## src/hdl/dnlv_pkg.sv

```systemverilog
// types and character constants of the decimal literal validator
package dnlv_pkg;

   localparam logic [7:0] CHAR_SPACE = 8'h20;
   localparam logic [7:0] CHAR_EXP   = 8'h65;
   localparam logic [7:0] CHAR_DOT   = 8'h2e;
   localparam logic [7:0] CHAR_PLUS  = 8'h2b;
   localparam logic [7:0] CHAR_MINUS = 8'h2d;
   localparam logic [7:0] CHAR_ZERO  = 8'h30;
   localparam logic [7:0] CHAR_NINE  = 8'h39;

   localparam int QUEUE_DEPTH = 2;
   localparam int QUEUE_PTR_W = 1;
   localparam int QUEUE_CNT_W = 2;

   typedef enum logic [2:0] {
      CLS_NONE  = 3'd0,
      CLS_SPACE = 3'd1,
      CLS_SIGN  = 3'd2,
      CLS_DIGIT = 3'd3,
      CLS_DOT   = 3'd4,
      CLS_EXP   = 3'd5,
      CLS_OTHER = 3'd6
   } dnlv_class_type;

   typedef struct packed {
      dnlv_class_type cls;
      logic           last;
   } dnlv_item_type;

   typedef struct packed {
      logic full;
      logic not_empty;
   } dnlv_q_status_type;

   typedef enum logic [9:0] {
      ST_LEAD     = 10'b00_0000_0001,
      ST_SIGN     = 10'b00_0000_0010,
      ST_INT      = 10'b00_0000_0100,
      ST_DOT_BARE = 10'b00_0000_1000,
      ST_FRAC     = 10'b00_0001_0000,
      ST_EXP      = 10'b00_0010_0000,
      ST_EXP_SIGN = 10'b00_0100_0000,
      ST_EXP_DIG  = 10'b00_1000_0000,
      ST_TRAIL    = 10'b01_0000_0000,
      ST_ERR      = 10'b10_0000_0000
   } dnlv_state_type;

endpackage

```

## src/hdl/dnlv_front.sv

```systemverilog
// request intake and character classification
module dnlv_front (
   input  logic                       req_valid,
   input  logic [7:0]                 req_ch,
   input  logic                       req_ch_present,
   input  logic                       req_last,
   output logic                       req_stall,
   input  dnlv_pkg::dnlv_q_status_type q_status,
   output logic                       push,
   output dnlv_pkg::dnlv_item_type    push_item
);
   import dnlv_pkg::*;

   function automatic dnlv_class_type classify(input logic present, input logic [7:0] c);
      dnlv_class_type cls;
      if (!present) begin
         cls = CLS_NONE;
      end else if (c == CHAR_SPACE) begin
         cls = CLS_SPACE;
      end else if (c == CHAR_PLUS || c == CHAR_MINUS) begin
         cls = CLS_SIGN;
      end else if (c >= CHAR_ZERO && c <= CHAR_NINE) begin
         cls = CLS_DIGIT;
      end else if (c == CHAR_DOT) begin
         cls = CLS_DOT;
      end else if (c == CHAR_EXP) begin
         cls = CLS_EXP;
      end else begin
         cls = CLS_OTHER;
      end
      return cls;
   endfunction

   assign req_stall      = q_status.full;
   assign push           = req_valid && !q_status.full;
   assign push_item.cls  = classify(req_ch_present, req_ch);
   assign push_item.last = req_last;

endmodule

```

## src/hdl/dnlv_queue.sv

```systemverilog
// two-entry queue of classified requests
module dnlv_queue (
   input  logic                        clock,
   input  logic                        reset,
   input  logic                        push,
   input  dnlv_pkg::dnlv_item_type     push_item,
   input  logic                        pop,
   output dnlv_pkg::dnlv_item_type     pop_item,
   output dnlv_pkg::dnlv_q_status_type q_status
);
   import dnlv_pkg::*;

   dnlv_item_type              entry_ff [QUEUE_DEPTH];
   logic [QUEUE_PTR_W-1:0]     wr_ptr_ff, wr_ptr_in;
   logic [QUEUE_PTR_W-1:0]     rd_ptr_ff, rd_ptr_in;
   logic [QUEUE_CNT_W-1:0]     count_ff, count_in;
   logic                       do_push, do_pop;

   assign q_status.full      = (count_ff == QUEUE_CNT_W'(QUEUE_DEPTH));
   assign q_status.not_empty = (count_ff != '0);
   assign do_push            = push && !q_status.full;
   assign do_pop             = pop && q_status.not_empty;
   assign pop_item           = entry_ff[rd_ptr_ff];

   always_comb begin
      wr_ptr_in = do_push ? wr_ptr_ff + 1'b1 : wr_ptr_ff;
      rd_ptr_in = do_pop ? rd_ptr_ff + 1'b1 : rd_ptr_ff;
      count_in  = count_ff;
      if (do_push && !do_pop) begin
         count_in = count_ff + 1'b1;
      end else if (do_pop && !do_push) begin
         count_in = count_ff - 1'b1;
      end
   end

   always_ff @(posedge clock) begin
      if (reset) begin
         wr_ptr_ff <= '0;
         rd_ptr_ff <= '0;
         count_ff  <= '0;
      end else begin
         wr_ptr_ff <= wr_ptr_in;
         rd_ptr_ff <= rd_ptr_in;
         count_ff  <= count_in;
      end
   end

   always_ff @(posedge clock) begin
      if (do_push) begin
         entry_ff[wr_ptr_ff] <= push_item;
      end
   end

endmodule

```

## src/hdl/dnlv_back.sv

```systemverilog
// parse state machine and result register
module dnlv_back (
   input  logic                        clock,
   input  logic                        reset,
   input  dnlv_pkg::dnlv_q_status_type q_status,
   input  dnlv_pkg::dnlv_item_type     pop_item,
   output logic                        pop,
   output logic                        rsp_valid,
   output logic                        rsp_is_number,
   input  logic                        rsp_stall
);
   import dnlv_pkg::*;

   dnlv_state_type state_ff, state_in, state_nx;
   logic           rsp_valid_ff, rsp_valid_in;
   logic           rsp_is_number_ff, rsp_is_number_in;
   logic           out_free;

   function automatic dnlv_state_type next_state(input dnlv_state_type st,
                                                 input dnlv_class_type cls);
      dnlv_state_type nx;
      nx = ST_ERR;
      if (cls == CLS_NONE) begin
         nx = st;
      end else begin
         unique case (st)
            ST_LEAD: begin
               case (cls)
                  CLS_SPACE: nx = ST_LEAD;
                  CLS_SIGN:  nx = ST_SIGN;
                  CLS_DIGIT: nx = ST_INT;
                  CLS_DOT:   nx = ST_DOT_BARE;
                  default:   nx = ST_ERR;
               endcase
            end
            ST_SIGN: begin
               case (cls)
                  CLS_DIGIT: nx = ST_INT;
                  CLS_DOT:   nx = ST_DOT_BARE;
                  default:   nx = ST_ERR;
               endcase
            end
            ST_INT: begin
               case (cls)
                  CLS_DIGIT: nx = ST_INT;
                  CLS_DOT:   nx = ST_FRAC;
                  CLS_EXP:   nx = ST_EXP;
                  CLS_SPACE: nx = ST_TRAIL;
                  default:   nx = ST_ERR;
               endcase
            end
            ST_DOT_BARE: nx = (cls == CLS_DIGIT) ? ST_FRAC : ST_ERR;
            ST_FRAC: begin
               case (cls)
                  CLS_DIGIT: nx = ST_FRAC;
                  CLS_EXP:   nx = ST_EXP;
                  CLS_SPACE: nx = ST_TRAIL;
                  default:   nx = ST_ERR;
               endcase
            end
            ST_EXP: begin
               case (cls)
                  CLS_SIGN:  nx = ST_EXP_SIGN;
                  CLS_DIGIT: nx = ST_EXP_DIG;
                  default:   nx = ST_ERR;
               endcase
            end
            ST_EXP_SIGN: nx = (cls == CLS_DIGIT) ? ST_EXP_DIG : ST_ERR;
            ST_EXP_DIG: begin
               case (cls)
                  CLS_DIGIT: nx = ST_EXP_DIG;
                  CLS_SPACE: nx = ST_TRAIL;
                  default:   nx = ST_ERR;
               endcase
            end
            ST_TRAIL: nx = (cls == CLS_SPACE) ? ST_TRAIL : ST_ERR;
            ST_ERR:   nx = ST_ERR;
            default:  nx = ST_ERR;
         endcase
      end
      return nx;
   endfunction

   assign out_free = !rsp_valid_ff || !rsp_stall;
   assign pop      = q_status.not_empty && (!pop_item.last || out_free);
   assign state_nx = next_state(state_ff, pop_item.cls);

   always_comb begin
      state_in         = state_ff;
      rsp_valid_in     = rsp_valid_ff && rsp_stall;
      rsp_is_number_in = rsp_is_number_ff;
      if (pop) begin
         if (pop_item.last) begin
            state_in         = ST_LEAD;
            rsp_valid_in     = 1'b1;
            rsp_is_number_in = (state_nx == ST_INT) || (state_nx == ST_FRAC) ||
                               (state_nx == ST_EXP_DIG) || (state_nx == ST_TRAIL);
         end else begin
            state_in = state_nx;
         end
      end
   end

   always_ff @(posedge clock) begin
      if (reset) begin
         state_ff     <= ST_LEAD;
         rsp_valid_ff <= 1'b0;
      end else begin
         state_ff     <= state_in;
         rsp_valid_ff <= rsp_valid_in;
      end
   end

   always_ff @(posedge clock) begin
      rsp_is_number_ff <= rsp_is_number_in;
   end

   assign rsp_valid     = rsp_valid_ff;
   assign rsp_is_number = rsp_is_number_ff;

endmodule

```

## src/hdl/decimal_number_literal_validator.sv

```systemverilog
// top level of the decimal number literal validator
// Takes one request per cycle, sustained, as long as the result side keeps up: each byte
// gets a class check on the way into a two-entry queue and one state step when it leaves it.
// The verdict for a string is held in a result register, written when its last request
// leaves the queue; a stalled result still lets non-last bytes and one or two further
// requests flow in, until the queue is full.
module decimal_number_literal_validator (
   input  logic       clock,
   input  logic       reset,
   input  logic       req_valid,
   output logic       req_stall,
   input  logic [7:0] req_ch,
   input  logic       req_ch_present,
   input  logic       req_last,
   output logic       rsp_valid,
   input  logic       rsp_stall,
   output logic       rsp_is_number
);
   import dnlv_pkg::*;

   dnlv_q_status_type q_status;
   dnlv_item_type     push_item, pop_item;
   logic              push, pop;

   dnlv_front u_front (
      .req_valid      (req_valid),
      .req_ch         (req_ch),
      .req_ch_present (req_ch_present),
      .req_last       (req_last),
      .req_stall      (req_stall),
      .q_status       (q_status),
      .push           (push),
      .push_item      (push_item)
   );

   dnlv_queue u_queue (
      .clock     (clock),
      .reset     (reset),
      .push      (push),
      .push_item (push_item),
      .pop       (pop),
      .pop_item  (pop_item),
      .q_status  (q_status)
   );

   dnlv_back u_back (
      .clock         (clock),
      .reset         (reset),
      .q_status      (q_status),
      .pop_item      (pop_item),
      .pop           (pop),
      .rsp_valid     (rsp_valid),
      .rsp_is_number (rsp_is_number),
      .rsp_stall     (rsp_stall)
   );

endmodule

```

## config.mk

```make
export PLATFORM = sky130hd
export DESIGN_NAME = decimal_number_literal_validator
export DESIGN_NICKNAME = d
export VERILOG_FILES = /design/src/hdl/dnlv_pkg.sv /design/src/hdl/dnlv_front.sv /design/src/hdl/dnlv_queue.sv /design/src/hdl/dnlv_back.sv /design/src/hdl/decimal_number_literal_validator.sv
export SDC_FILE = /design/constraint.sdc
export NUM_CORES = 1
export LEC_CHECK = 0
export ABC_AREA = 1
export BUFFER_PORTS_ARGS = -buffer_cell sky130_fd_sc_hd__buf_2
export CORE_ASPECT_RATIO = 2
export CORE_MARGIN = 8
export CORE_UTILIZATION = 40
export DETAILED_ROUTE_END_ITERATION = 6
export HOLD_SLACK_MARGIN = 0.08
export RECOVER_POWER = 100
export SLEW_MARGIN = 10
export SYNTH_ARGS = -nofsm -noshare
export SYNTH_HDL_FRONTEND = slang
export SYNTH_SLANG_ARGS = --single-unit
```

## constraint.sdc

```tcl
create_clock -name clock -period 1.8 [get_ports clock]
set_input_delay 0.09 -clock clock [delete_from_list [all_inputs] [get_ports clock]]
set_output_delay 0.09 -clock clock [all_outputs]
set_load 0.01 [all_outputs]
```

==> After elaboration in Yosys (flattened, before gate mapping) <==
Memory sizes are Yosys's and may differ from the RTL's. A register that Yosys moved wholly into a read port is not among the register bits.
Cells that the tools add are included.
{ "word_totals": {"output_inout_bits": 3, "rom_bits": 0, "elab_cells": 87, "register_bits": 16, "memories": 1, "in_bits": 14, "latch_bits": 0, "ram_bits": 8} }
{ "op_classes": {"multipliers": 0, "n_addsub": 4, "n_mux": 26, "reduce_logical": 24, "eq_ne": 24, "shift": 0, "bitwise_logic": 0, "div_mod_pow": 0, "order_cmp": 2} }
{ "mem_list": {"columns": ["name", "words", "width", "read_ports", "rd_ports_with_merged_regs", "wr", "line", "text"], "rows": [
  ["u_queue.entry_ff", 2, 4, 1, 1, 1, "dnlv_queue.sv:13", "dnlv_item_type entry_ff [QUEUE_DEPTH];"]
]} }
{ "op_table": {"columns": ["op", "n"], "rows": [
  ["10-bit case mux with 9 select lines", 1],
  ["10-bit case mux with 4 select lines", 2],
  ["10-bit case mux with 2 select lines", 3],
  ["10-bit two-way mux", 5],
  ["8-bit by 6-bit equality test with 1-bit output (second input constant)", 4],
  ["10-bit case mux with 3 select lines", 1],
  ["10-bit by 3-bit equality test with 1-bit output (second input constant)", 2],
  ["10-bit by 5-bit equality test with 1-bit output (second input constant)", 2],
  ["10-bit by 8-bit equality test with 1-bit output (second input constant)", 2],
  ["10-bit by 9-bit equality test with 1-bit output (second input constant)", 2],
  ["3-bit two-way mux", 5],
  ["10-bit by 1-bit equality test with 1-bit output (second input constant)", 1],
  ["10-bit by 2-bit equality test with 1-bit output (second input constant)", 1],
  ["10-bit by 4-bit equality test with 1-bit output (second input constant)", 1],
  ["10-bit by 6-bit equality test with 1-bit output (second input constant)", 1],
  ["10-bit by 7-bit equality test with 1-bit output (second input constant)", 1],
  ["8-bit by 7-bit equality test with 1-bit output (second input constant)", 1],
  ["8-bit by 6-bit >= comparator with 1-bit output (second input constant)", 1],
  ["8-bit by 6-bit less-or-equal comparator with 1-bit output (second input constant)", 1],
  ["1-bit logical AND", 8],
  ["3-bit by 2-bit equality test with 1-bit output (second input constant)", 2],
  ["3-bit equality test (second input constant)", 2],
  ["1-bit zero test", 6],
  ["1-bit logical OR", 6],
  ["10 further kinds", 19]
]} }

==> Logic depth before layout (Yosys ltp) <==
Gate-level depths: netlist of the first run.
{ "logic_depth": {"ltp_word": 8, "mapped_depth": 14} }

==> By module <==
Synthesis of the first run repeated with hierarchy kept, for this count alone.
{ "hier_totals": {"cells_unflattened": 297, "hier_area_um2": 1896.8} }
{ "by_module_without_submodules": {"columns": ["module", "seq_area_each_um2", "cells_per_inst", "n_inst", "area_each_um2"], "rows": [
  ["dnlv_back", 250.2, 207, 1, 1181.1],
  ["dnlv_queue", 340.3, 49, 1, 534.3],
  ["dnlv_front", 0.0, 41, 1, 181.4]
]} }

==> Worst setup path before layout of the first run <==
OpenSTA, ideal clock, no wires.
{ "synth_path": {"path_kind": "register to register", "from": "register with a tool-made name", "to": "register u_queue.count_ff[1]", "arrival_ps": 1795, "required_time_ps": 1674, "stages_incl_launch_ff": 12, "synth_period_minus_slack_ps": 1921, "n_path_buf": 1, "path_slack_ps": -121, "cell_sequence": "dfxtp_1 > buf_6 > inv_6 > nand2_1 > nand2_1 > a22oi_4 > clkinv_1 > ha_1 > a21oi_1 > o21ai_0 > o21ai_0 > a21oi_1"} }
{ "synth_rtl": {"columns": ["item", "line", "text"], "rows": [
  ["end signal, assigned", "dnlv_queue.sv:44", "count_ff <= count_in;"],
  ["end, declared", "dnlv_queue.sv:16", "logic [QUEUE_CNT_W-1:0] count_ff, count_in;"]
]} }

==> Final worst setup path of the first run <==
{ "layout_path": {"from": "register u_back.state_ff[2]", "to": "register u_back.rsp_is_number_ff, in the netlist u_back.rsp_is_number (data pin)"} }
{ "layout_between": {"elab_chain_len": 7, "word_cells_on_any_way": 18, "classes_between": "eq/ne: 13; mux: 2; reduce/logical: 3"} }
{ "layout_rtl": {"columns": ["item", "line", "text"], "rows": [
  ["start, declared", "dnlv_back.sv:14", "dnlv_state_type state_ff, state_in, state_nx;"],
  ["start signal, assigned", "dnlv_back.sv:109", "state_ff <= state_in;"],
  ["10-bit by 9-bit equality test with 1-bit output (tied with other cells)", "dnlv_back.sv:26", "unique case (st)"],
  ["10-bit case mux with 9 select lines", "dnlv_back.sv:26", null],
  ["10-bit two-way mux *", "dnlv_back.sv:23", "if (cls == CLS_NONE) begin"],
  ["10-bit by 3-bit equality test with 1-bit output / 10-bit by 5-bit equality test with 1-bit output (equally long branches)", "dnlv_back.sv:96", "rsp_is_number_in = (state_nx == ST_INT) || (state_nx == ST_FRAC) ||"],
  ["1-bit logical OR (2 in a row)", "dnlv_back.sv:96", null],
  ["1-bit logical OR *", "dnlv_back.sv:97", "(state_nx == ST_EXP_DIG) || (state_nx == ST_TRAIL);"],
  ["end signal, assigned", "dnlv_back.sv:115", "rsp_is_number_ff <= rsp_is_number_in;"],
  ["end, declared", "dnlv_back.sv:16", "logic rsp_is_number_ff, rsp_is_number_in;"]
]} }
Every way passes the cells marked *; elsewhere a longest branch is shown, timed or not.
A chain may end at the register's enable or synchronous reset.

==> results of run 1 <==
## state kept, by name, indices dropped and copies added (netlist names), named ones only
register / count
u_back.rsp_valid: 1
u_back.rsp_is_number: 1
u_queue.rd_ptr_ff: 1
u_queue.wr_ptr_ff: 1
u_queue.count_ff: 2
u_back.state_ff: 10
u_queue.entry_ff: 8
## worst min-delay path, stage by stage
cell,delay (ps)
buf_2,90
nand2_1,70
a21oi_1,70
## layout by cell type (no fill, tap or decap), types with 2 or more instances in the layout
cell      instances
a21oi_1          17
a21oi_2           2
buf_2            12
buf_4            14
clkbuf_1          6
clkbuf_8          3
dfxtp_1           5
dfxtp_2           7
dfxtp_4           4
edfxtp_1          9
inv_1            37
inv_2             5
nand2_1          83
nand2_2          11
nand2_4           3
nand3_1          13
nand3_2           4
nand4_1           5
nor2_1           35
nor2_2            7
nor2_4            6
nor3_1            2
o21ai_0           6
o21ai_1           3
o22ai_2           2
## cells in the mapped netlist
cell | count | share of area, %
inv_2 | 5 | 1.0
clkinv_1 | 1 | 0.21
o22ai_1 | 1 | 0.35
nor4_1 | 1 | 0.35
nand2_2 | 7 | 2.4
nand3_4 | 1 | 0.98
inv_1 | 37 | 7.7
nand3_2 | 2 | 1.1
o2111ai_1 | 1 | 0.49
nand4_1 | 5 | 1.7
nand3b_4 | 1 | 1.1
clkbuf_1 | 1 | 0.21
nand3_1 | 15 | 4.2
nor3_1 | 2 | 0.56
dfxtp_1 | 16 | 18
nand2_4 | 3 | 1.9
a21oi_1 | 18 | 5.0
or2_2 | 1 | 0.35
ha_1 | 1 | 0.70
edfxtp_1 | 9 | 15
o22ai_2 | 1 | 0.70
inv_6 | 1 | 0.49
a22oi_4 | 1 | 1.2
a21oi_2 | 1 | 0.49
nor2_4 | 2 | 1.3
buf_6 | 1 | 0.63
nor2_2 | 7 | 2.4
o21ai_1 | 1 | 0.28
o21ai_0 | 8 | 2.2
nand2_1 | 87 | 18
o41ai_1 | 1 | 0.49
nor2_1 | 39 | 8.2
## layout make-up
class,count,area [sq um]
Clock buffer,4,45.04
Sequential cell,25,614.3
Inverter,44,175.2
Fill cell,479,2146
Timing Repair Buffer,33,201.4
Multi-Input combinational cell,207,1090
Tap cell,54,67.56
## how the worst max path moves through the flow
stage,endpoint,from,slack (ps)
floorplan,u_queue.count_ff[1],flop,70
global placement,u_back.rsp_is_number,u_back.state_ff[2],-50
detailed placement,u_back.rsp_is_number,flop,-60
CTS,u_back.rsp_is_number,u_back.state_ff[2],60
global route,u_back.rsp_is_number,u_back.state_ff[3],-20
finish,u_back.rsp_is_number,u_back.state_ff[2],110
## metal layers
layer  vias to the layer above  share of wire (%)
met3                        21                2.4
met1                       816                 33
li1                        950                  -
met4                         0                7.8
met2                        40                 57
met5                         -                  0
## metrics by stage
stage / utilization (%) / total power (uW) / setup TNS (ps) / std cells / setup WS, ps
6_report: 50.55 / 2861 / 0 / 367 / 113.6
5_1_grt: 50.55 / 3109 / -15.22 / 367 / -15.22
4_1_cts: 48.88 / 2798 / 0 / 366 / 56.50
3_5_place_dp: 47.43 / 2460 / -66.04 / 361 / -61.49
3_3_place_gp: 47.43 / 2463 / -51.51 / 361 / -51.51
2_1_floorplan: - / 1990 / 0 / 278 / 66.83
## power breakdown
| group | internal [uW] | switching, uW | leakage [uW] |
|---|---|---|---|
| registers | 732 | 104 | 0.000221 |
| logic | 612 | 1080 | 0.000885 |
| clock network | 158 | 172 | 0.0000228 |
## logic make-up after synthesis
family                     share of synthesized area (%)
AOI/OAI and AO/OA                                  11.24
buffers and inverters                              10.33
DFF                                                32.94
adders and majority gates                         0.6977
and+or+nand+nor                                    44.80
## repair_timing
item                                    4_1_cts  5_1_grt
pin swaps                                     0        4
setup buffers                                 0        1
hold buffers                                  1        0
endpoints found under the setup margin        2        2
resized for setup                             2       31
hold endpoints to repair                      2        0
==> flow_summary.json, run 1 <==
{
  "vdd.ir_drop.worst_v": 0.0009102,
  "portbufs": 16,
  "worstPathMaxFanout": 3,
  "tritoncts_clock_tree": "done",
  "worst_reg2reg_path_endpoint": "u_back.rsp_is_number",
  "drt_iter0_drc": 47,
  "worst-setup-path-type": "reg -> reg",
  "hold_path.startpoint": "rsp_stall",
  "critPathBufInv": 3,
  "chipHeight_microns": 110.7,
  "clkSlewWorstSetupHoldPaths_ps": 90,
  "design.final.nets": 329,
  "dpl-instance-area_sq_um": 2058,
  "count_of_standard_cell_rows": 34,
  "critical_path_required_ps": 1840,
  "ant_nets": 0,
  "num_antenna_cells": 0,
  "dieArea_sq_um": 7010,
  "number_of_warnings_reported_in_the_yosys_synthesis_log": 0,
  "final_design_area_no_fill_sq_um": 2193,
  "via_count": 1827,
  "synth.lib_cells_used.distinct": 32,
  "grt_pass1_vias": 1825,
  "grt_use_met3_pct": 1.822,
  "clock-skew-final_ps": 12.52,
  "ctsLongestPathBuffers": 2,
  "worstSetupEndpointType": "flop",
  "hold-path-endpoint": "u_back.rsp_valid",
  "grt_util_met1_pct": 11.33,
  "clk-insertion-delay-late_ps": 270,
  "timing.final.setup_violations": 0,
  "drv_slew": 0,
  "p_leak_uw": 0.001129,
  "floorplan.initialDensity_pct": 41.32,
  "grt_overflow_total": 0,
  "cts.htree.levels": 1,
  "drt-wirelength-per-cell_microns": 13.13,
  "core_sq_um": 4339,
  "die_w_microns": 63.34,
  "ctsRootBufferMaster": "clkbuf_8",
  "post_route_cells_drive_above_1_share_pct": 28.12,
  "drt_wl_total_microns": 4818,
  "max_stage_delay_ps": 380,
  "fin_crit_ps": 1686,
  "grtUsageMet2_pct": 26.57,
  "crit_chain": "buf_4, inv_1, nand2_1, nor2_1, nand2_1, nand2_1, nand2_1, nand3_2, inv_2, nand3_2, nor2_1, nand2_1, nand2_1, nor2_1",
  "reg_to_reg_critical_path_startpoint": "u_back.state_ff[2]",
  "syn_nets": 293,
  "netlist_area_sq_um": 1793,
  "maxCapViolations": 0,
  "detailedRoute.firstPassIterationCount": 4,
  "place.detailed.hpwl_microns": 4037,
  "route.detailed.drc": 0,
  "flow.area_growth_from_synthesis_pct": 22.33,
  "power_per_cell_area_nw_per_um2": 1304,
  "worstPathArrival_ps": 1720,
  "grt_start_max_net_pins": 14,
  "final-hold-violation-count": 0,
  "ys_ff_latch": 25,
  "mean_syn_cell_area_sq_um": 6.450,
  "critical_path.top_delay_family": "simple AND/OR/NAND/NOR gates",
  "numCtsBuffers": 3,
  "synth_sequential_area_ratio_pct": 32.94,
  "track_usage_pct": 13.66,
  "vias_per_cell": 4.978,
  "critPathMostFrequentCell": "nand2_1",
  "critical_path.startpoint_type": "flop",
  "fmax_ghz": 0.5930,
  "layout_worst_path_cycle_share_pct": 93.69,
  "min_delay_path_depth": 3,
  "reg2reg_depth": 14,
  "antenna_found_initial": 0,
  "globalplace.congestion": 0.9958,
  "worst_rel_slew_slack_pct": 71.04,
  "outcome": "complete, no violations",
  "cp.depth": 14,
  "max_slew.worst_pin.slew_ps": 434.4,
  "fin_hold_ws_ps": 97.77,
  "postSynthCellCount": 278,
  "slowest_cell_on_the_critical_path": "dfxtp_4",
  "ff2ff_setup_slack_ps": 110,
  "clock_sink_count": 25,
  "wire_length_of_the_first_global_routing_pass_microns": 7783,
  "min_path_type": "in -> reg",
  "io_pins": 17,
  "grt_peak_use_layer": "met2"
}
Power figures use the tool's default switching activity.
==> run 2, diff against run 1 <==
--- a/config.mk
+++ b/config.mk
@@ -10,6 +10,7 @@
 export CORE_ASPECT_RATIO = 2
 export CORE_MARGIN = 8
 export CORE_UTILIZATION = 40
+export CTS_CLUSTER_DIAMETER = 200
 export DETAILED_ROUTE_END_ITERATION = 6
 export HOLD_SLACK_MARGIN = 0.08
 export RECOVER_POWER = 100
==> constraint.sdc (replaced) <==
create_clock -name clock -period 1.8 [get_ports clock]
set_input_delay 0.36 -clock clock [delete_from_list [all_inputs] [get_ports clock]]
set_output_delay 0.36 -clock clock [all_outputs]
set_load 0.01 [all_outputs]
==> flow_summary.json, run 2 (synthesized netlist as in run 1, its figures left out) <==
{
  "post_route_cells_drive_above_1_share_pct": 28.21,
  "worst-setup-path-type": "reg -> reg",
  "p_leak_uw": 0.001125,
  "vias_per_cell": 4.992,
  "ant_nets": 0,
  "nFillCells": 480,
  "floorplan.initialDensity_pct": 41.32,
  "layout_worst_path_cycle_share_pct": 93.72,
  "ff2ff_setup_slack_ps": 110,
  "die_w_microns": 63.34,
  "clock_sink_count": 25,
  "final_design_area_no_fill_sq_um": 2183,
  "tritoncts_clock_tree": "done",
  "core_sq_um": 4339,
  "layout_common_cells": "83 x nand2_1, 37 x inv_1, 35 x nor2_1",
  "chipHeight_microns": 110.7,
  "outcome": "complete, no violations",
  "fin_crit_ps": 1687,
  "critical_path.startpoint_type": "flop",
  "ctsRootBufferMaster": "clkbuf_8",
  "ctsLongestPathBuffers": 2,
  "final-hold-violation-count": 0,
  "worst_rel_slew_slack_pct": 71.04,
  "clock-skew-final_ps": 12.57,
  "numCtsBuffers": 3,
  "critical_path.top_delay_family": "simple AND/OR/NAND/NOR gates",
  "grt_overflow_total": 0,
  "drv_slew": 0,
  "num_antenna_cells": 0,
  "min_path_type": "in -> reg",
  "multi_input_area_sq_um": 1090,
  "maxCapViolations": 0,
  "design.final.nets": 328,
  "clk-insertion-delay-late_ps": 270,
  "worstSetupEndpointType": "flop",
  "max_slew.worst_pin.slew_ps": 434.4,
  "fmax_ghz": 0.5928,
  "globalplace.congestion": 0.9958,
  "layout_top_registers": "u_back.state_ff (10), u_queue.entry_ff (8), u_queue.count_ff (2)",
  "grt_pass1_vias": 1819,
  "power_per_cell_area_nw_per_um2": 1310,
  "critPathBufInv": 3,
  "wire_length_of_the_first_global_routing_pass_microns": 7769,
  "track_usage_pct": 13.64,
  "timing.final.setup_violations": 0,
  "drt-wirelength-per-cell_microns": 13.16,
  "drt_iter0_drc": 44,
  "antenna_found_initial": 0,
  "flow.area_growth_from_synthesis_pct": 21.77,
  "top_register": "u_back.state_ff",
  "layout_commonest_cell": "nand2_1",
  "cts.htree.levels": 1,
  "vdd.ir_drop.worst_v": 0.0009103,
  "critical_path_required_ps": 1840,
  "hold_fix_buffers_cts": 0,
  "worstPathMaxFanout": 3,
  "portbufs": 16,
  "dpl-instance-area_sq_um": 2058,
  "critPathMostFrequentCell": "nand2_1",
  "area.sequential_sq_um": 614.3,
  "slowest_cell_on_the_critical_path": "dfxtp_4",
  "clkSlewWorstSetupHoldPaths_ps": 90,
  "place.detailed.hpwl_microns": 4037,
  "via_count": 1827,
  "count_of_standard_cell_rows": 34,
  "worstPathArrival_ps": 1730,
  "io_pins": 17,
  "dieArea_sq_um": 7010,
  "max_stage_delay_ps": 380,
  "fin_hold_ws_ps": 286.2,
  "crit_chain": "buf_4, inv_1, nand2_1, nor2_1, nand2_1, nand2_1, nand2_1, nand3_2, inv_2, nand3_2, nor2_1, nand2_1, nand2_1, nor2_1",
  "grt_start_max_net_pins": 14,
  "detailedRoute.firstPassIterationCount": 4,
  "route.detailed.drc": 0,
  "largest_reg_flops": 10,
  "drt_wl_total_microns": 4816
}
[run 2: layout make-up]
class                           instances  share of cell area, %
Clock buffer                            4                  2.063
Sequential cell                        25                  28.14
Multi-Input combinational cell        207                  49.91
Timing Repair Buffer                   32                  8.768
Inverter                               44                  8.023
Tap cell                               54                  3.095
[run 2: through the flow]
step	utilization, %	TNS, ps	setup WS (ps)	total power, uW	cells
4_1_cts	48.64	0	56.50	2796	365
3_3_place_gp	47.43	-51.51	-51.51	2463	361
6_report	50.32	0	113.1	2859	366
2_1_floorplan	-	0	66.83	1990	278
5_1_grt	50.32	-15.22	-15.22	3107	366
3_5_place_dp	47.43	-66.04	-61.49	2460	361
[run 2: what timing repair did]
item / in CTS / in global routing
setup buffers: 0 / 1
gates cloned: 0 / 0
gates resized for setup: 2 / 31
pin swaps: 0 / 4
setup endpoints to repair: 2 / 2
[run 2: where the power goes]
group	switching, uW	internal [uW]	total (uW)
Clock	172	158	330
Combinational	1080	611	1690
Sequential	104	732	835
Total	1360	1500	2860
[run 2: worst paths after layout]
kind | start | endpoint | depth (start not counted)
worst min register to register | u_queue.rd_ptr_ff | u_queue.rd_ptr_ff | 1
worst max-delay path | u_back.state_ff[2] | u_back.rsp_is_number | 14
worst min-delay path | req_last | u_queue.entry_ff[0][0] | 1
worst max register to register | u_back.state_ff[2] | u_back.rsp_is_number | 14
[run 2: per-layer routing]
| layer | part of all wire, % | track usage [%] | vias to the layer above |
|---|---|---|---|
| met2 | 57 | 26.50 | 40 |
| met1 | 33 | 11.33 | 818 |
| met4 | 7.7 | 11.24 | 0 |
| li1 | - | - | 948 |
| met3 | 2.5 | 1.822 | 21 |
| met5 | 0 | 0 | - |
[run 2: worst reg2reg max path, stage by stage (launching register included)]
cell and delay, ps:
dfxtp_4 380, buf_4 110, inv_1 50, nand2_1 100
nor2_1 60, nand2_1 90, nand2_1 90, nand2_1 80
nand3_2 100, inv_2 70, nand3_2 80, nor2_1 90
nand2_1 50, nand2_1 60, nor2_1 50
